==> src/rtl/slkt_pkg.sv <==
// Shared types, constants and lookup functions for the source lexer.
// Used by slkt_core, slkt_token_fifo and source_lexer_keyword_tokens.
`timescale 1ns / 1ps
`default_nettype none

package slkt_pkg;

    localparam int MAX_KEYWORD_BYTES = 6;
    localparam int POSITION_BITS     = 24;
    localparam int KW_BITS           = 8 * MAX_KEYWORD_BYTES;
    localparam int RUN_BITS          = 16;
    localparam int OFF_BITS          = 24;
    localparam int KIND_BITS         = 6;
    localparam int FIFO_DEPTH        = 4;
    localparam int FIFO_PTR_BITS     = $clog2(FIFO_DEPTH);
    localparam int FIFO_CNT_BITS     = $clog2(FIFO_DEPTH + 1);

    typedef enum logic [3:0] {
        MODE_IDLE    = 4'd0,
        MODE_COMMENT = 4'd1,
        MODE_NUMBER  = 4'd2,
        MODE_IDENT   = 4'd3,
        MODE_EQ      = 4'd4,
        MODE_EXCL    = 4'd5,
        MODE_LT      = 4'd6,
        MODE_GT      = 4'd7
    } t_mode;

    typedef logic [KIND_BITS-1:0] t_kind;

    localparam t_kind K_LET      = 6'd0;
    localparam t_kind K_MUT      = 6'd1;
    localparam t_kind K_FN       = 6'd2;
    localparam t_kind K_RETURN   = 6'd3;
    localparam t_kind K_BOOL_LIT = 6'd4;
    localparam t_kind K_I8       = 6'd5;
    localparam t_kind K_I16      = 6'd6;
    localparam t_kind K_I32      = 6'd7;
    localparam t_kind K_I64      = 6'd8;
    localparam t_kind K_U8       = 6'd9;
    localparam t_kind K_U16      = 6'd10;
    localparam t_kind K_U32      = 6'd11;
    localparam t_kind K_U64      = 6'd12;
    localparam t_kind K_ISZ      = 6'd13;
    localparam t_kind K_USZ      = 6'd14;
    localparam t_kind K_BOOL     = 6'd15;
    localparam t_kind K_IF       = 6'd16;
    localparam t_kind K_ELIF     = 6'd17;
    localparam t_kind K_ELSE     = 6'd18;
    localparam t_kind K_WHILE    = 6'd19;
    localparam t_kind K_IDENT    = 6'd20;
    localparam t_kind K_LPAREN   = 6'd21;
    localparam t_kind K_RPAREN   = 6'd22;
    localparam t_kind K_LBRACE   = 6'd23;
    localparam t_kind K_RBRACE   = 6'd24;
    localparam t_kind K_LBRACK   = 6'd25;
    localparam t_kind K_RBRACK   = 6'd26;
    localparam t_kind K_COLON    = 6'd27;
    localparam t_kind K_SEMI     = 6'd28;
    localparam t_kind K_COMMA    = 6'd29;
    localparam t_kind K_PLUS     = 6'd30;
    localparam t_kind K_MINUS    = 6'd31;
    localparam t_kind K_STAR     = 6'd32;
    localparam t_kind K_SLASH    = 6'd33;
    localparam t_kind K_PERCENT  = 6'd34;
    localparam t_kind K_AT       = 6'd35;
    localparam t_kind K_EQUAL    = 6'd36;
    localparam t_kind K_EQEQ     = 6'd37;
    localparam t_kind K_ARROW    = 6'd38;
    localparam t_kind K_EXCL     = 6'd39;
    localparam t_kind K_EXCLEQ   = 6'd40;
    localparam t_kind K_LT       = 6'd41;
    localparam t_kind K_LTEQ     = 6'd42;
    localparam t_kind K_GT       = 6'd43;
    localparam t_kind K_GTEQ     = 6'd44;
    localparam t_kind K_INT      = 6'd45;
    localparam t_kind K_UNKNOWN  = 6'd46;
    localparam t_kind K_EOF      = 6'd47;

    localparam logic [7:0] CH_TAB  = 8'h09;
    localparam logic [7:0] CH_NL   = 8'h0A;
    localparam logic [7:0] CH_SP   = 8'h20;
    localparam logic [7:0] CH_HASH = "#";
    localparam logic [7:0] CH_US   = "_";
    localparam logic [7:0] CH_EQ   = "=";
    localparam logic [7:0] CH_EXCL = "!";
    localparam logic [7:0] CH_LT   = "<";
    localparam logic [7:0] CH_GT   = ">";

    typedef struct packed {
        t_kind                kind;
        logic [OFF_BITS-1:0]  offset;
        logic [RUN_BITS-1:0]  length;
        logic                 last;
    } t_token;

    // Tokens produced by one accepted byte, tok0 first.
    typedef struct packed {
        logic [1:0] count;
        t_token     tok0;
        t_token     tok1;
    } t_step;

    typedef struct packed {
        logic                     can_take;
        logic [FIFO_CNT_BITS-1:0] count;
    } t_fifo_status;

    typedef struct packed {
        logic  hit;
        t_kind kind;
    } t_kind_hit;

    function automatic logic is_num_char(input logic [7:0] c);
        return c inside {["0":"9"]};
    endfunction

    function automatic logic is_alpha(input logic [7:0] c);
        return (c inside {["A":"Z"], ["a":"z"]}) || (c == CH_US);
    endfunction

    function automatic t_kind_hit punct_kind(input logic [7:0] c);
        t_kind_hit r;
        r.hit  = 1'b1;
        r.kind = K_UNKNOWN;
        case (c)
            "(": r.kind = K_LPAREN;
            ")": r.kind = K_RPAREN;
            "{": r.kind = K_LBRACE;
            "}": r.kind = K_RBRACE;
            "[": r.kind = K_LBRACK;
            "]": r.kind = K_RBRACK;
            ":": r.kind = K_COLON;
            ";": r.kind = K_SEMI;
            ",": r.kind = K_COMMA;
            "+": r.kind = K_PLUS;
            "-": r.kind = K_MINUS;
            "*": r.kind = K_STAR;
            "/": r.kind = K_SLASH;
            "%": r.kind = K_PERCENT;
            "@": r.kind = K_AT;
            default: r.hit = 1'b0;
        endcase
        return r;
    endfunction

    // The prefix holds the first bytes of the run, right aligned, first byte highest.
    function automatic t_kind ident_kind(input logic [KW_BITS-1:0]  prefix,
                                         input logic [RUN_BITS-1:0] run);
        t_kind k;
        k = K_IDENT;
        if (run <= RUN_BITS'(MAX_KEYWORD_BYTES)) begin
            case (prefix)
                KW_BITS'("let"):    k = K_LET;
                KW_BITS'("mut"):    k = K_MUT;
                KW_BITS'("fn"):     k = K_FN;
                KW_BITS'("return"): k = K_RETURN;
                KW_BITS'("true"):   k = K_BOOL_LIT;
                KW_BITS'("false"):  k = K_BOOL_LIT;
                KW_BITS'("i8"):     k = K_I8;
                KW_BITS'("i16"):    k = K_I16;
                KW_BITS'("i32"):    k = K_I32;
                KW_BITS'("i64"):    k = K_I64;
                KW_BITS'("u8"):     k = K_U8;
                KW_BITS'("u16"):    k = K_U16;
                KW_BITS'("u32"):    k = K_U32;
                KW_BITS'("u64"):    k = K_U64;
                KW_BITS'("isz"):    k = K_ISZ;
                KW_BITS'("usz"):    k = K_USZ;
                KW_BITS'("bool"):   k = K_BOOL;
                KW_BITS'("if"):     k = K_IF;
                KW_BITS'("elif"):   k = K_ELIF;
                KW_BITS'("else"):   k = K_ELSE;
                KW_BITS'("while"):  k = K_WHILE;
                default:            k = K_IDENT;
            endcase
        end
        return k;
    endfunction

endpackage

`default_nettype wire

==> src/rtl/slkt_core.sv <==
// Lexer state registers and the per-byte next-state and token logic.
// Depends on slkt_pkg.
`timescale 1ns / 1ps
`default_nettype none

module slkt_core (
    input  wire logic           i_clk,
    input  wire logic           i_rst_n,
    input  wire logic           i_accept,
    input  wire logic [7:0]     i_ch,
    input  wire logic           i_eoi,
    output slkt_pkg::t_step     o_step
);

    slkt_pkg::t_mode                         r_mode, n_mode;
    logic [slkt_pkg::POSITION_BITS-1:0]      r_pos, n_pos;
    logic [slkt_pkg::POSITION_BITS-1:0]      r_tok_start, n_tok_start;
    logic [slkt_pkg::RUN_BITS-1:0]           r_run, n_run;
    logic [slkt_pkg::KW_BITS-1:0]            r_prefix, n_prefix;

    logic                 flush_v, fresh_v, use_flush, use_fresh;
    slkt_pkg::t_token     flush_tok, fresh_tok, pair_tok, first_tok;
    slkt_pkg::t_mode      fresh_mode;
    slkt_pkg::t_kind_hit  punct;
    logic [slkt_pkg::RUN_BITS-1:0] run_inc;

    // Token of the current mode, as if the run ended before this byte.
    always_comb begin
        flush_v          = 1'b1;
        flush_tok.offset = slkt_pkg::OFF_BITS'(r_tok_start);
        flush_tok.length = slkt_pkg::RUN_BITS'(1);
        flush_tok.last   = 1'b0;
        flush_tok.kind   = slkt_pkg::K_UNKNOWN;
        case (r_mode)
            slkt_pkg::MODE_NUMBER: begin
                flush_tok.kind   = slkt_pkg::K_INT;
                flush_tok.length = r_run;
            end
            slkt_pkg::MODE_IDENT: begin
                flush_tok.kind   = slkt_pkg::ident_kind(r_prefix, r_run);
                flush_tok.length = r_run;
            end
            slkt_pkg::MODE_EQ:   flush_tok.kind = slkt_pkg::K_EQUAL;
            slkt_pkg::MODE_EXCL: flush_tok.kind = slkt_pkg::K_EXCL;
            slkt_pkg::MODE_LT:   flush_tok.kind = slkt_pkg::K_LT;
            slkt_pkg::MODE_GT:   flush_tok.kind = slkt_pkg::K_GT;
            default:             flush_v = 1'b0;
        endcase
    end

    // Lexing of this byte from the idle mode.
    always_comb begin
        punct            = slkt_pkg::punct_kind(i_ch);
        fresh_v          = 1'b0;
        fresh_mode       = slkt_pkg::MODE_IDLE;
        fresh_tok.kind   = slkt_pkg::K_UNKNOWN;
        fresh_tok.offset = slkt_pkg::OFF_BITS'(r_pos);
        fresh_tok.length = slkt_pkg::RUN_BITS'(1);
        fresh_tok.last   = 1'b0;
        if (i_ch == slkt_pkg::CH_SP || i_ch == slkt_pkg::CH_NL || i_ch == slkt_pkg::CH_TAB) begin
            fresh_mode = slkt_pkg::MODE_IDLE;
        end else if (i_ch == slkt_pkg::CH_HASH) begin
            fresh_mode = slkt_pkg::MODE_COMMENT;
        end else if (punct.hit) begin
            fresh_v        = 1'b1;
            fresh_tok.kind = punct.kind;
        end else if (i_ch == slkt_pkg::CH_EQ) begin
            fresh_mode = slkt_pkg::MODE_EQ;
        end else if (i_ch == slkt_pkg::CH_EXCL) begin
            fresh_mode = slkt_pkg::MODE_EXCL;
        end else if (i_ch == slkt_pkg::CH_LT) begin
            fresh_mode = slkt_pkg::MODE_LT;
        end else if (i_ch == slkt_pkg::CH_GT) begin
            fresh_mode = slkt_pkg::MODE_GT;
        end else if (slkt_pkg::is_num_char(i_ch)) begin
            fresh_mode = slkt_pkg::MODE_NUMBER;
        end else if (slkt_pkg::is_alpha(i_ch)) begin
            fresh_mode = slkt_pkg::MODE_IDENT;
        end else begin
            fresh_v = 1'b1;
        end
    end

    assign run_inc = (r_run == {slkt_pkg::RUN_BITS{1'b1}}) ? r_run : r_run + 1'b1;

    always_comb begin
        n_mode          = r_mode;
        n_pos           = r_pos + 1'b1;
        n_tok_start     = r_tok_start;
        n_run           = r_run;
        n_prefix        = r_prefix;
        use_flush       = 1'b0;
        use_fresh       = 1'b0;
        pair_tok.kind   = slkt_pkg::K_EOF;
        pair_tok.offset = slkt_pkg::OFF_BITS'(r_pos);
        pair_tok.length = '0;
        pair_tok.last   = 1'b0;

        if (i_eoi) begin
            // End of file: flush, then the end-of-file token, then back to reset state.
            use_flush   = 1'b1;
            n_mode      = slkt_pkg::MODE_IDLE;
            n_pos       = '0;
            n_tok_start = '0;
            n_run       = '0;
            n_prefix    = '0;
        end else begin
            case (r_mode)
                slkt_pkg::MODE_COMMENT: begin
                    if (i_ch == slkt_pkg::CH_NL) begin
                        n_mode = slkt_pkg::MODE_IDLE;
                    end
                end
                slkt_pkg::MODE_NUMBER: begin
                    if (slkt_pkg::is_num_char(i_ch)) begin
                        n_run = run_inc;
                    end else begin
                        use_flush = 1'b1;
                        use_fresh = 1'b1;
                    end
                end
                slkt_pkg::MODE_IDENT: begin
                    if (slkt_pkg::is_alpha(i_ch) || slkt_pkg::is_num_char(i_ch)) begin
                        if (r_run < slkt_pkg::RUN_BITS'(slkt_pkg::MAX_KEYWORD_BYTES)) begin
                            n_prefix = {r_prefix[slkt_pkg::KW_BITS-9:0], i_ch};
                        end
                        n_run = run_inc;
                    end else begin
                        use_flush = 1'b1;
                        use_fresh = 1'b1;
                    end
                end
                slkt_pkg::MODE_EQ, slkt_pkg::MODE_EXCL,
                slkt_pkg::MODE_LT, slkt_pkg::MODE_GT: begin
                    if (i_ch == slkt_pkg::CH_EQ ||
                        (i_ch == slkt_pkg::CH_GT && r_mode == slkt_pkg::MODE_EQ)) begin
                        // Two-byte operator completes here.
                        n_mode          = slkt_pkg::MODE_IDLE;
                        pair_tok.offset = slkt_pkg::OFF_BITS'(r_tok_start);
                        pair_tok.length = slkt_pkg::RUN_BITS'(2);
                        case (r_mode)
                            slkt_pkg::MODE_EQ:   pair_tok.kind = (i_ch == slkt_pkg::CH_EQ) ?
                                                     slkt_pkg::K_EQEQ : slkt_pkg::K_ARROW;
                            slkt_pkg::MODE_EXCL: pair_tok.kind = slkt_pkg::K_EXCLEQ;
                            slkt_pkg::MODE_LT:   pair_tok.kind = slkt_pkg::K_LTEQ;
                            default:             pair_tok.kind = slkt_pkg::K_GTEQ;
                        endcase
                    end else begin
                        use_flush = 1'b1;
                        use_fresh = 1'b1;
                    end
                end
                default: begin
                    use_fresh = 1'b1;
                end
            endcase

            // Entering from idle always reloads the run registers; they are only
            // read in the modes that this load starts.
            if (use_fresh) begin
                n_mode      = fresh_mode;
                n_tok_start = r_pos;
                n_run       = slkt_pkg::RUN_BITS'(1);
                n_prefix    = slkt_pkg::KW_BITS'(i_ch);
            end
        end
    end

    // Order the tokens: flushed token first, then the token of this byte.
    logic a_v, b_v;
    slkt_pkg::t_token b_tok;

    always_comb begin
        a_v   = use_flush && flush_v;
        b_v   = i_eoi ? 1'b1 : (use_fresh ? fresh_v : (pair_tok.length != '0));
        b_tok = (i_eoi || !use_fresh) ? pair_tok : fresh_tok;

        first_tok      = a_v ? flush_tok : b_tok;
        first_tok.last = !(a_v && b_v);

        o_step.tok0      = first_tok;
        o_step.tok1      = b_tok;
        o_step.tok1.last = 1'b1;
        o_step.count     = i_accept ? ({1'b0, a_v} + {1'b0, b_v}) : 2'd0;
    end

    always_ff @(posedge i_clk) begin
        if (!i_rst_n) begin
            r_mode      <= slkt_pkg::MODE_IDLE;
            r_pos       <= '0;
            r_tok_start <= '0;
            r_run       <= '0;
            r_prefix    <= '0;
        end else if (i_accept) begin
            r_mode      <= n_mode;
            r_pos       <= n_pos;
            r_tok_start <= n_tok_start;
            r_run       <= n_run;
            r_prefix    <= n_prefix;
        end
    end

endmodule

`default_nettype wire

==> src/rtl/slkt_token_fifo.sv <==
// Token queue: takes up to two tokens per cycle, gives one per cycle while popped.
// Depends on slkt_pkg.
`timescale 1ns / 1ps
`default_nettype none

module slkt_token_fifo (
    input  wire logic                i_clk,
    input  wire logic                i_rst_n,
    input  wire slkt_pkg::t_step     i_step,
    input  wire logic                i_pop,
    output slkt_pkg::t_token         o_head,
    output slkt_pkg::t_fifo_status   o_status
);

    slkt_pkg::t_token                         mem [slkt_pkg::FIFO_DEPTH];
    logic [slkt_pkg::FIFO_PTR_BITS-1:0]       r_wr, n_wr, r_rd, n_rd, wr_next;
    logic [slkt_pkg::FIFO_CNT_BITS-1:0]       r_count, n_count;

    assign wr_next = r_wr + 1'b1;

    always_comb begin
        n_wr    = r_wr + slkt_pkg::FIFO_PTR_BITS'(i_step.count);
        n_rd    = i_pop ? r_rd + 1'b1 : r_rd;
        n_count = r_count + slkt_pkg::FIFO_CNT_BITS'(i_step.count)
                  - slkt_pkg::FIFO_CNT_BITS'(i_pop);
    end

    always_ff @(posedge i_clk) begin
        if (i_step.count != 2'd0) begin
            mem[r_wr] <= i_step.tok0;
        end
        if (i_step.count == 2'd2) begin
            mem[wr_next] <= i_step.tok1;
        end
    end

    always_ff @(posedge i_clk) begin
        if (!i_rst_n) begin
            r_wr    <= '0;
            r_rd    <= '0;
            r_count <= '0;
        end else begin
            r_wr    <= n_wr;
            r_rd    <= n_rd;
            r_count <= n_count;
        end
    end

    assign o_head            = mem[r_rd];
    assign o_status.count    = r_count;
    // Room for the two tokens that one byte can cause.
    assign o_status.can_take = r_count <= slkt_pkg::FIFO_CNT_BITS'(slkt_pkg::FIFO_DEPTH - 2);

endmodule

`default_nettype wire

==> src/rtl/source_lexer_keyword_tokens.sv <==
// Streaming lexer top level: byte input channel, token output channel.
// Depends on slkt_pkg, slkt_core and slkt_token_fifo.
//
// Usage: source bytes arrive one word at a time on the s_axis channel; s_axis_tdata
// carries the byte and s_axis_tlast marks end of input (the byte is then ignored).
// Tokens leave on the m_axis channel, one word per token; m_axis_tlast is set on the
// last token that a given input word caused. One input word causes zero, one or
// two tokens (a run ended by the byte, then the byte's own token; or the pending
// token and end-of-file at end of input).
// A token is written to the queue when the word that caused it is accepted, and is
// offered on m_axis once the tokens ahead of it have left. One input word is taken
// per cycle while the queue has room; the lexer state update is a single short step
// per byte, and a four-entry token queue decouples the two sides. s_axis_tready is
// high while the queue has room for two tokens, so when the receiver stalls the
// queue fills and input is held off; no token is ever dropped.
// After end of input the lexer returns to its reset state and the next byte has
// offset zero. Reset (synchronous, active low) empties the queue and clears the
// lexer state; the block is ready as soon as reset is released.
`timescale 1ns / 1ps
`default_nettype none

module source_lexer_keyword_tokens (
    input  wire logic        i_clk,
    input  wire logic        i_rst_n,
    input  wire logic        s_axis_tvalid,
    output logic             s_axis_tready,
    input  wire logic [7:0]  s_axis_tdata,   // [7:0] ch
    input  wire logic        s_axis_tlast,   // end_of_input
    output logic             m_axis_tvalid,
    input  wire logic        m_axis_tready,
    output logic [47:0]      m_axis_tdata,   // [5:0] token_kind, [29:6] start_offset,
                                             // [45:30] token_length, [47:46] zero
    output logic             m_axis_tlast    // last_of_run
);

    logic                    in_accept;
    logic                    out_pop;
    slkt_pkg::t_step         step;
    slkt_pkg::t_token        head;
    slkt_pkg::t_fifo_status  fifo_status;

    assign in_accept = s_axis_tvalid && s_axis_tready;

    // Lexer state and per-byte decision logic.
    slkt_core u_core (
        .i_clk    (i_clk),
        .i_rst_n  (i_rst_n),
        .i_accept (in_accept),
        .i_ch     (s_axis_tdata),
        .i_eoi    (s_axis_tlast),
        .o_step   (step)
    );

    // Output queue; its head drives the master side directly.
    slkt_token_fifo u_fifo (
        .i_clk    (i_clk),
        .i_rst_n  (i_rst_n),
        .i_step   (step),
        .i_pop    (out_pop),
        .o_head   (head),
        .o_status (fifo_status)
    );

    assign s_axis_tready = fifo_status.can_take;
    assign m_axis_tvalid = (fifo_status.count != '0);
    assign out_pop       = m_axis_tvalid && m_axis_tready;
    assign m_axis_tdata  = {2'b00, head.length, head.offset, head.kind};
    assign m_axis_tlast  = head.last;

    // The queue never holds more tokens than it has entries.
    a_fifo_bound: assert property (@(posedge i_clk) disable iff (!i_rst_n)
        fifo_status.count <= slkt_pkg::FIFO_CNT_BITS'(slkt_pkg::FIFO_DEPTH))
        else $error("token queue overflow");

    // End of input always leaves at least the end-of-file token queued.
    a_eof_queued: assert property (@(posedge i_clk) disable iff (!i_rst_n)
        in_accept && s_axis_tlast |=> m_axis_tvalid)
        else $error("no token after end of input");

    // The end-of-file token is always the last of its run and has zero length.
    a_eof_last: assert property (@(posedge i_clk) disable iff (!i_rst_n)
        m_axis_tvalid && head.kind == slkt_pkg::K_EOF |-> m_axis_tlast && head.length == '0)
        else $error("end-of-file token malformed");

endmodule

`default_nettype wire
==> config.mk <==
export PLATFORM = sky130hd
export DESIGN_NAME = source_lexer_keyword_tokens
export DESIGN_NICKNAME = d
export VERILOG_FILES = /design/src/rtl/slkt_pkg.sv /design/src/rtl/slkt_core.sv /design/src/rtl/slkt_token_fifo.sv /design/src/rtl/source_lexer_keyword_tokens.sv
export SDC_FILE = /design/constraint.sdc
export NUM_CORES = 1
export LEC_CHECK = 0
export BUFFER_PORTS_ARGS = -buffer_cell sky130_fd_sc_hd__clkbuf_2
export CAP_MARGIN = 10
export CORE_ASPECT_RATIO = 1.1
export CORE_MARGIN = 5
export CORE_UTILIZATION = 38
export DETAILED_ROUTE_END_ITERATION = 12
export GPL_TIMING_DRIVEN = 0
export HOLD_SLACK_MARGIN = 0.03
export RECOVER_POWER = 50
export SETUP_SLACK_MARGIN = 0.05
export SLEW_MARGIN = 40
export SYNTH_ARGS = -nofsm -noshare
export SYNTH_HDL_FRONTEND = slang
export SYNTH_SLANG_ARGS = --single-unit
==> constraint.sdc <==
create_clock -name i_clk -period 6.1 [get_ports i_clk]
set_clock_uncertainty 0.15 [all_clocks]
set_input_delay 0.305 -clock i_clk [delete_from_list [all_inputs] [get_ports i_clk]]
set_output_delay 0.305 -clock i_clk [all_outputs]
set_load 0.1 [all_outputs]
# Word-level counts from Yosys, hierarchy flattened
# Memory sizes are Yosys's and may differ from the RTL's. A register that Yosys moved wholly into a read port is not among the register bits.
# Index checks and enable logic that the tools add are counted.
dict set report word_totals {
  register_bits 123
  latch_bits 0
  ram_bits 188
  mem_bits_ro 0
  in_bits 13
  n_memories 1
}
dict set report classes {
  add_sub_neg 8
  multipliers 0
  n_div 0
  magnitude_cmp 9
  eq_ne 58
  shifts 0
  muxes 71
  bitwise_logic 0
  reduce_logical 35
}
# name words word_bits read_ports rd_ports_with_merged_regs wr line_no
set memory_table {}
lappend memory_table {u_fifo.mem 4 47 1 1 2 slkt_token_fifo.sv:15} ;# slkt_pkg::t_token mem [slkt_pkg::FIFO_DEPTH];
# cell count
set op_table {}
lappend op_table {{48-bit by 23-bit equality test with 1-bit output (second input constant)} 10}
lappend op_table {{48-bit 2-to-1 mux} 5}
lappend op_table {{48-bit by 15-bit equality test with 1-bit output (second input constant)} 4}
lappend op_table {{48-bit by 31-bit equality test with 1-bit output (second input constant)} 4}
lappend op_table {{46-bit 2-to-1 mux} 3}
lappend op_table {{8-bit by 6-bit equality test with 1-bit output (second input constant)} 16}
lappend op_table {{5-bit one-hot mux with 20 select lines} 1}
lappend op_table {{48-bit by 39-bit equality test with 1-bit output (second input constant)} 2}
lappend op_table {{16-bit 2-to-1 mux} 6}
lappend op_table {{47-bit 2-to-1 mux} 2}
lappend op_table {{6-bit one-hot mux with 15 select lines} 1}
lappend op_table {{24-bit 2-to-1 mux} 3}
lappend op_table {{48-bit by 47-bit equality test with 1-bit output (second input constant)} 1}
lappend op_table {{8-bit by 7-bit equality test with 1-bit output (second input constant)} 6}
lappend op_table {{4-bit 2-to-1 mux} 12}
lappend op_table {{6-bit one-hot mux with 6 select lines} 1}
lappend op_table {{16-bit one-hot mux with 2 select lines} 1}
lappend op_table {{24-bit by 1-bit adder with 24-bit output (second input constant)} 1}
lappend op_table {{6-bit 2-to-1 mux} 4}
lappend op_table {{1-bit 2-to-1 mux} 23}
lappend op_table {{6-bit one-hot mux with 3 select lines} 1}
lappend op_table {{16-bit by 1-bit adder with 16-bit output (second input constant)} 1}
lappend op_table {{16-bit equality test (second input constant)} 1}
lappend op_table {{4-bit by 3-bit equality test with 1-bit output (second input constant)} 4}
lappend op_table {{other kinds (34)} 68}

# Logic depth before layout (Yosys ltp)
# Gate-level depths: netlist of run 1.
dict set report depth {
  word_depth 20
  depth_mapped 17
}

# By module
# Synthesis of run 1 repeated with hierarchy kept, for this count alone.
dict set report unflattened {
  cells_unflattened 1418
  area_unflattened_um2 16757.3
}
# module n_inst cells_each area_per_inst_um2 seq_area_each_um2
set modules_own_cells {}
lappend modules_own_cells {slkt_token_fifo 1 501 9520.4 5825.6}
lappend modules_own_cells {slkt_core 1 911 7195.7 2302.2}
lappend modules_own_cells {source_lexer_keyword_tokens 1 6 41.3 0.0}

# Least setup slack after synthesis of run 1
# Ideal clock, no wire load.
dict set report synth_timing {
  path_kind {register -> register}
  start {register u_fifo.r_count[1] in the netlist's numbering}
  end {memory u_fifo.mem[2][17] in the netlist's numbering, enable pin}
  arrival_ps 3893
  setup_slack_ps 1669
  path_stages_with_launch 10
  cell_sequence {dfxtp_1 a21oi_1 and2_1 buf_4 nand2_2 or3_1 clkbuf_1 and2_0 clkbuf_1 inv_1}
}
# element line_no
set synth_lines {}
lappend synth_lines {{start: declaration} slkt_token_fifo.sv:17} ;# logic [slkt_pkg::FIFO_CNT_BITS-1:0] r_count, n_count;
lappend synth_lines {{start signal: assignment} slkt_token_fifo.sv:45} ;# r_count <= n_count;
lappend synth_lines {{end: declaration} slkt_token_fifo.sv:15}

==> results of run 1 <==
-- kinds of logic after synthesis --
kind of cell | Yosys count | synth area share, %
flops | 312 | 50.63
xor+xnor | 40 | 2.356
buf+inv | 139 | 3.871
compound gates | 360 | 18.62
other cells | 1 | 0.02522
simple gates | 435 | 15.76
mux | 59 | 7.928
fa+ha+maj | 9 | 0.8080
-- routing by layer --
metal	wire, um	up-vias	track usage [%]
li1	-	5421	-
met1	18480	5666	25.87
met2	19980	386	31.53
met3	2380	79	3.167
met4	1275	0	7.159
met5	0	-	0
-- cells in the final DEF, fill, tap and decap left out, types with 13 or more instances in the layout --
| cell | n |
|---|---|
| nand2_1 | 63 |
| nor2b_1 | 13 |
| or3_1 | 14 |
| nor2_1 | 124 |
| a21oi_1 | 39 |
| edfxtp_1 | 128 |
| buf_2 | 20 |
| nand2b_1 | 22 |
| xnor2_1 | 17 |
| nand3_1 | 37 |
| clkbuf_1 | 147 |
| clkbuf_2 | 13 |
| o21ai_0 | 31 |
| and3_1 | 16 |
| nor3_1 | 26 |
| mux4_2 | 47 |
| nor4_1 | 15 |
| a22o_1 | 181 |
| xor2_1 | 23 |
| clkbuf_16 | 37 |
| nand4_1 | 23 |
| o22ai_1 | 34 |
| a22oi_1 | 27 |
| dfxtp_1 | 184 |
-- registers in the layout, summed over array words and instances, names as in the netlist, named ones only --
signal and flops:
u_fifo.mem 188, u_core.r_pos 24, u_core.r_tok_start 24, u_fifo.r_wr 2
u_fifo.r_rd 2, u_core.r_prefix 48, u_core.r_run 16, u_core.r_mode 3
u_fifo.r_count 3
-- worst max-delay path, cell delays in order --
cell	delay (ps)
dlygate4sd3_1	530
clkbuf_1	220
nor3b_1	850
o2111ai_1	600
o21ai_0	230
a21o_1	280
inv_2	160
ha_1	430
nor2_1	290
nor2_1	110
and3_1	230
nor2_2	460
o22ai_1	420
clkbuf_1	420
a22o_1	340
-- through the flow --
step | setup slack (ps) | hold WS [ps] | utilization (%)
2_1_floorplan | 1669 | 276.7 | -
3_3_place_gp | -192.1 | 297.9 | 40.61
3_5_place_dp | 254.1 | 304.4 | 40.66
4_1_cts | 343.2 | 80.09 | 43.62
5_1_grt | 61.03 | 149.8 | 43.47
6_report | 370.1 | 93.13 | 43.47
-- final cells by class --
| cell class | count | area, um2 | area share, % |
|---|---|---|---|
| buffer | 122 | 509.2 | 3.012 |
| inverter | 17 | 68.82 | 0.4071 |
| sequential | 312 | 7527 | 44.53 |
| clock inverter | 9 | 83.83 | 0.4959 |
| multi-input combinational | 905 | 6774 | 40.07 |
| timing repair buffer | 62 | 267.8 | 1.584 |
| clock buffer | 54 | 1040 | 6.151 |
| tap | 507 | 634.4 | 3.752 |
-- worst min path at each step --
stage	end	slack [ps]	cells past startpoint
after detailed placement	u_fifo.mem[2][0]	300	1
after CTS	u_fifo.r_rd[0]	80	4
after floorplan	u_fifo.r_count[0]	280	1
final	u_fifo.r_rd[0]	90	4
after global routing	u_fifo.r_rd[0]	150	4
after global placement	u_fifo.mem[2][0]	300	1
-- power by group --
part / total (mW) / switching [mW] / internal (mW)
clock network: 2.07 / 0.847 / 1.22
logic: 1.81 / 1.45 / 0.359
registers: 2.36 / 0.0489 / 2.31
total: 6.24 / 2.35 / 3.89
-- what timing repair did --
item	in CTS	in global routing
buffers inserted	0	0
hold buffers	3	0
hold endpoints to repair	4	0
gates resized for setup	0	0
==> out/results.ini, run 1 <==
[run_status]
status = finished clean

[setup_path]
cp-end-kind = register
worstReg2RegEnd = u_fifo.mem[3][33]
start_kind = input port
r2r_slack_ps = 1060
crit_fanout = 10
crit_path_end = u_fifo.mem[3][33]
arrival_ps = 5870
crit_start = s_axis_tdata[7]
r2r_start = u_core.r_mode[0]
crit_type = input port to register
r2r.worst_path.cells = 13
worstPathRequired_ps = 6240

[drt]
ant_nets = 0
drc_errors = 0
first_pass_iters = 5
wl_per_cell_um = 21.18
drtIter0Drc = 846
num_vias = 11550
via_per_inst = 5.811
routed_wirelength_um = 42110

[timing]
setup_tns_ps = 0
hold_viol_final = 0
max_slew_margin_pct = 20.75
finalSetupViolations = 0
post-route-period-util_pct = 93.93
tightest_slew_ps = 1194
maxSlewViolCount = 0
max_freq_mhz = 174.5
rsz0062_at_grt = false
period_needed_ps = 5730

[worst_hold_path]
hold_path_startpoint = m_axis_tready
hold_class = input port to register

[power]
vdd_drop_max_v = 0.0003106
p_leak_nw = 5.684
power_density_mw_per_mm2 = 369.0
finalPower_mw = 6.239

[final_layout]
n_fill_cell = 3678
layout.nets = 1477
design_area_mm2 = 0.01691
stdcell_count = 1988
drive_gt1_share_pct = 11.28
area_delta_synth_final_pct = 13.71
antenna_cells = 0

[clocking]
cts_tree = done
cts_sinks = 312
cts_root_buf = clkbuf_16
clockBufferDepth = 3
cts_made_buffers = 35
cts_max_level = 2
cts.clk_slew.worst_paths_ps = 60
clk-insertion-delay-late_ps = 540

[yosys]
synthTopCellsByCount = dfxtp_1 (184), a22o_1 (181), edfxtp_1 (128)
yosys-top-cells-area = edfxtp_1 (26%), dfxtp_1 (25%), a22o_1 (11%)
netlist.area_leader.share_pct = 25.85
ys_warn_count = 0
async_flop_share_pct = 0
yosysMostFrequentCell = dfxtp_1
yosys.area.top_type = edfxtp_1
synth_cell_types = 77
synth-edff-count = 128
synth_area_mm2 = 0.01487
yosysSeqAreaShare_pct = 50.63
synthFlopType = dfxtp_1
syn_area_per_cell_um2 = 10.97
synthCells = 1355
synth_seq_cells = 312

[global_route]
grt_max_degree = 34
antenna_found_initial = 0
overflow = 0
grt_pass1_wl_um = 66010
first_global_vias = 11400
grt_usage_pct = 19.29

[floorplan]
die_x_um = 198.6
initial_utilization_pct = 38.23
coreArea_mm2 = 0.03889
die_h_um = 217.5
rows = 76
ios = 64
dieArea_mm2 = 0.04318

[placement]
numPortBuffers = 58
gp_congestion = 0.8949
placed_cells = 1921
hpwl_um = 28690
placed_cell_area_mm2 = 0.01581

[flow_run]
drv_cap = 0

Note: power is estimated with default switching activity, not from simulation.
==> inputs of run 2 (changes only) <==
--- a/config.mk
+++ b/config.mk
@@ -9,7 +9,7 @@
 export CAP_MARGIN = 10
 export CORE_ASPECT_RATIO = 1.1
 export CORE_MARGIN = 5
-export CORE_UTILIZATION = 38
+export CORE_UTILIZATION = 30
 export DETAILED_ROUTE_END_ITERATION = 12
 export GPL_TIMING_DRIVEN = 0
 export HOLD_SLACK_MARGIN = 0.03
@@ -18,4 +18,5 @@
 export SLEW_MARGIN = 40
 export SYNTH_ARGS = -nofsm -noshare
 export SYNTH_HDL_FRONTEND = slang
+export SYNTH_HIERARCHICAL = 1
 export SYNTH_SLANG_ARGS = --single-unit
==> out/results.ini, run 2 <==
[run_status]
status = finished clean

[placement]
gp_congestion = 0.8810
hpwl_um = 31620
numPortBuffers = 57

[yosys]
synthTopCellsByCount = edfxtp_1 (188), mux2_2 (162), nand2_1 (129)
synth-edff-count = 188
synthCells = 1418
muxShareOfSynthArea_pct = 21.07
synth_simple_gate_area_share_pct = 14.63
synth_fa_ha_area_share_pct = 0.7168
synth_xor_area_share_pct = 1.680
synth_top_family_by_area = multiplexers
synth_seq_cells = 312
ys_warn_count = 6
synthFlopType = edfxtp_1
async_flop_share_pct = 0
netlist.area_leader.share_pct = 33.69
yosys-top-cells-area = edfxtp_1 (34%), dfxtp_1 (15%), mux2_2 (11%)
yosysMostFrequentCell = edfxtp_1
synth_area_mm2 = 0.01676
synth_cell_types = 88
syn_area_per_cell_um2 = 11.82
yosysSeqAreaShare_pct = 48.50
synth-compound-area-share_pct = 8.848
yosys.area.top_type = edfxtp_1

[drt]
wl_per_cell_um = 19.25
via_per_inst = 5.159
num_vias = 11900
drtIter0Drc = 916
ant_nets = 0
routed_wirelength_um = 44400
first_pass_iters = 5
drc_errors = 0

[final_layout]
antenna_cells = 0
drive_gt1_share_pct = 22.92
n_fill_cell = 5462
post-route-util_pct = 35.06
largest_reg_flops = 188
top_register = u_fifo/mem
largest_registers = u_fifo/mem: 188 flops, u_core/r_prefix: 48 flops
mostFrequentLayoutCells = edfxtp_1 (188), mux2_2 (162), nand2_1 (130)
area_delta_synth_final_pct = 15.22
layout.nets = 1567
final_common_cell = edfxtp_1

[floorplan]
coreArea_mm2 = 0.05507
initial_utilization_pct = 30.43
rows = 90
die_x_um = 235.3
die_h_um = 257.9
ios = 64
dieArea_mm2 = 0.06069

[setup_path]
crit_fanout = 10
arrival_ps = 5790
timing.critical_path.buf_inv = 10
worstPathCellList = dlygate4sd3_1 > clkbuf_1 > nor3b_1 > a311oi_1 > o21ai_4 > o211a_1 > or2_1 > buf_2 > buf_4 > inv_1 > ha_1 > and2_0 > nand4b_1 > buf_2 > buf_4 > o31ai_4 > buf_4 > buf_6 > buf_4
start_kind = input port
crit_type = input port to register
cpPeakStageDelay_ps = 770
cp-end-kind = register
worstPathRequired_ps = 6180
crit_family = buffers and inverters
cp_slowest_cell = nor3b_1
cp_common_cell = buf_4

[timing]
max_freq_mhz = 175.1
finalSetupViolations = 0
period_needed_ps = 5710
max_slew_margin_pct = 12.77
post-route-period-util_pct = 93.60
rsz0062_at_grt = false
hold_viol_final = 0
holdWs_ps = 115.0
setup_tns_ps = 0
tightest_slew_ps = 1314
maxSlewViolCount = 0

[clocking]
clockBufferDepth = 3
cts_max_level = 2
cts_sinks = 312
cts.clk_slew.worst_paths_ps = 60
clk-insertion-delay-late_ps = 540
cts_made_buffers = 34
cts_tree = done
cts_root_buf = clkbuf_16
ctsResizeCount = 0

[power]
vdd_drop_max_v = 0.0001945
power_density_mw_per_mm2 = 335.5
p_leak_nw = 6.887

[global_route]
grt_max_degree = 16
overflow = 0
antenna_found_initial = 0
grt_pass1_wl_um = 68830
first_global_vias = 11940
grt_usage_pct = 14.02

[flow_run]
drv_cap = 0

[worst_hold_path]
hold_class = input port to register

## run 2: what timing repair did
item                                   4_1_cts  5_1_grt
endpoints found under the hold margin        6        0
setup buffers                                0        0
hold buffers                                 4        0
## run 2: layout make-up
| class | count | area, um2 | area share, % |
|---|---|---|---|
| Timing Repair Buffer | 77 | 500.5 | 2.592 |
| Sequential cell | 312 | 8128 | 42.10 |
| Inverter | 30 | 112.6 | 0.5832 |
| Clock buffer | 46 | 958.4 | 4.964 |
| Tap cell | 736 | 920.9 | 4.770 |
| Clock inverter | 16 | 156.4 | 0.8101 |
| Buffer | 110 | 598.1 | 3.098 |
| Multi-Input combinational cell | 980 | 7933 | 41.09 |
## run 2: final timing paths
path | to | slack [ps] | from | cells past startpoint
worst min-delay path | u_fifo/r_rd[1] | 110 | m_axis_tready | 4
worst min register to register | u_core/r_tok_start[23] | 310 | u_core/r_tok_start[23] | 2
worst max-delay path | u_fifo/mem[0][35] | 390 | s_axis_tdata[6] | 19
worst max register to register | u_fifo/mem[0][35] | 610 | u_core/r_mode[2] | 18
## run 2: logic make-up (layout without fill, tap and decap cells)
kind of cell | Yosys count | count (layout)
simple gates | 455 | 455
flops | 312 | 312
mux | 267 | 267
compound gates | 203 | 203
buf+inv | 140 | 279
xor+xnor | 29 | 29
fa+ha+maj | 9 | 9
other cells | 3 | 17
## run 2: worst min-delay path, cell delays in order
cell      delay [ps]
clkbuf_2         110
o31a_2           150
nand3b_1          80
a21oi_1           80
## run 2: per-stage QoR
stage	cells	area, um2	power (mW)	setup WS [ps]
floorplan	1432	16810	4.097	266.1
global placement	2225	18020	4.495	-2380
detailed placement	2241	18310	4.537	581.9
CTS	2307	19460	6.610	558.0
global route	2307	19310	6.727	198.8
finish	2307	19310	6.478	390.5
## run 2: metal layers
metal,up-vias,GRT usage [%],wire length [um]
li1,5652,-,-
met1,5902,17.60,18900
met2,277,25.10,22560
met3,70,2.166,1920
met4,0,4.048,1020
met5,-,0,0
## run 2: where the power goes
| part | switching (mW) | internal [mW] |
|---|---|---|
| sequential | 0.0511 | 2.35 |
| clock | 0.859 | 1.20 |
| combinational | 1.58 | 0.443 |
| total | 2.49 | 3.99 |
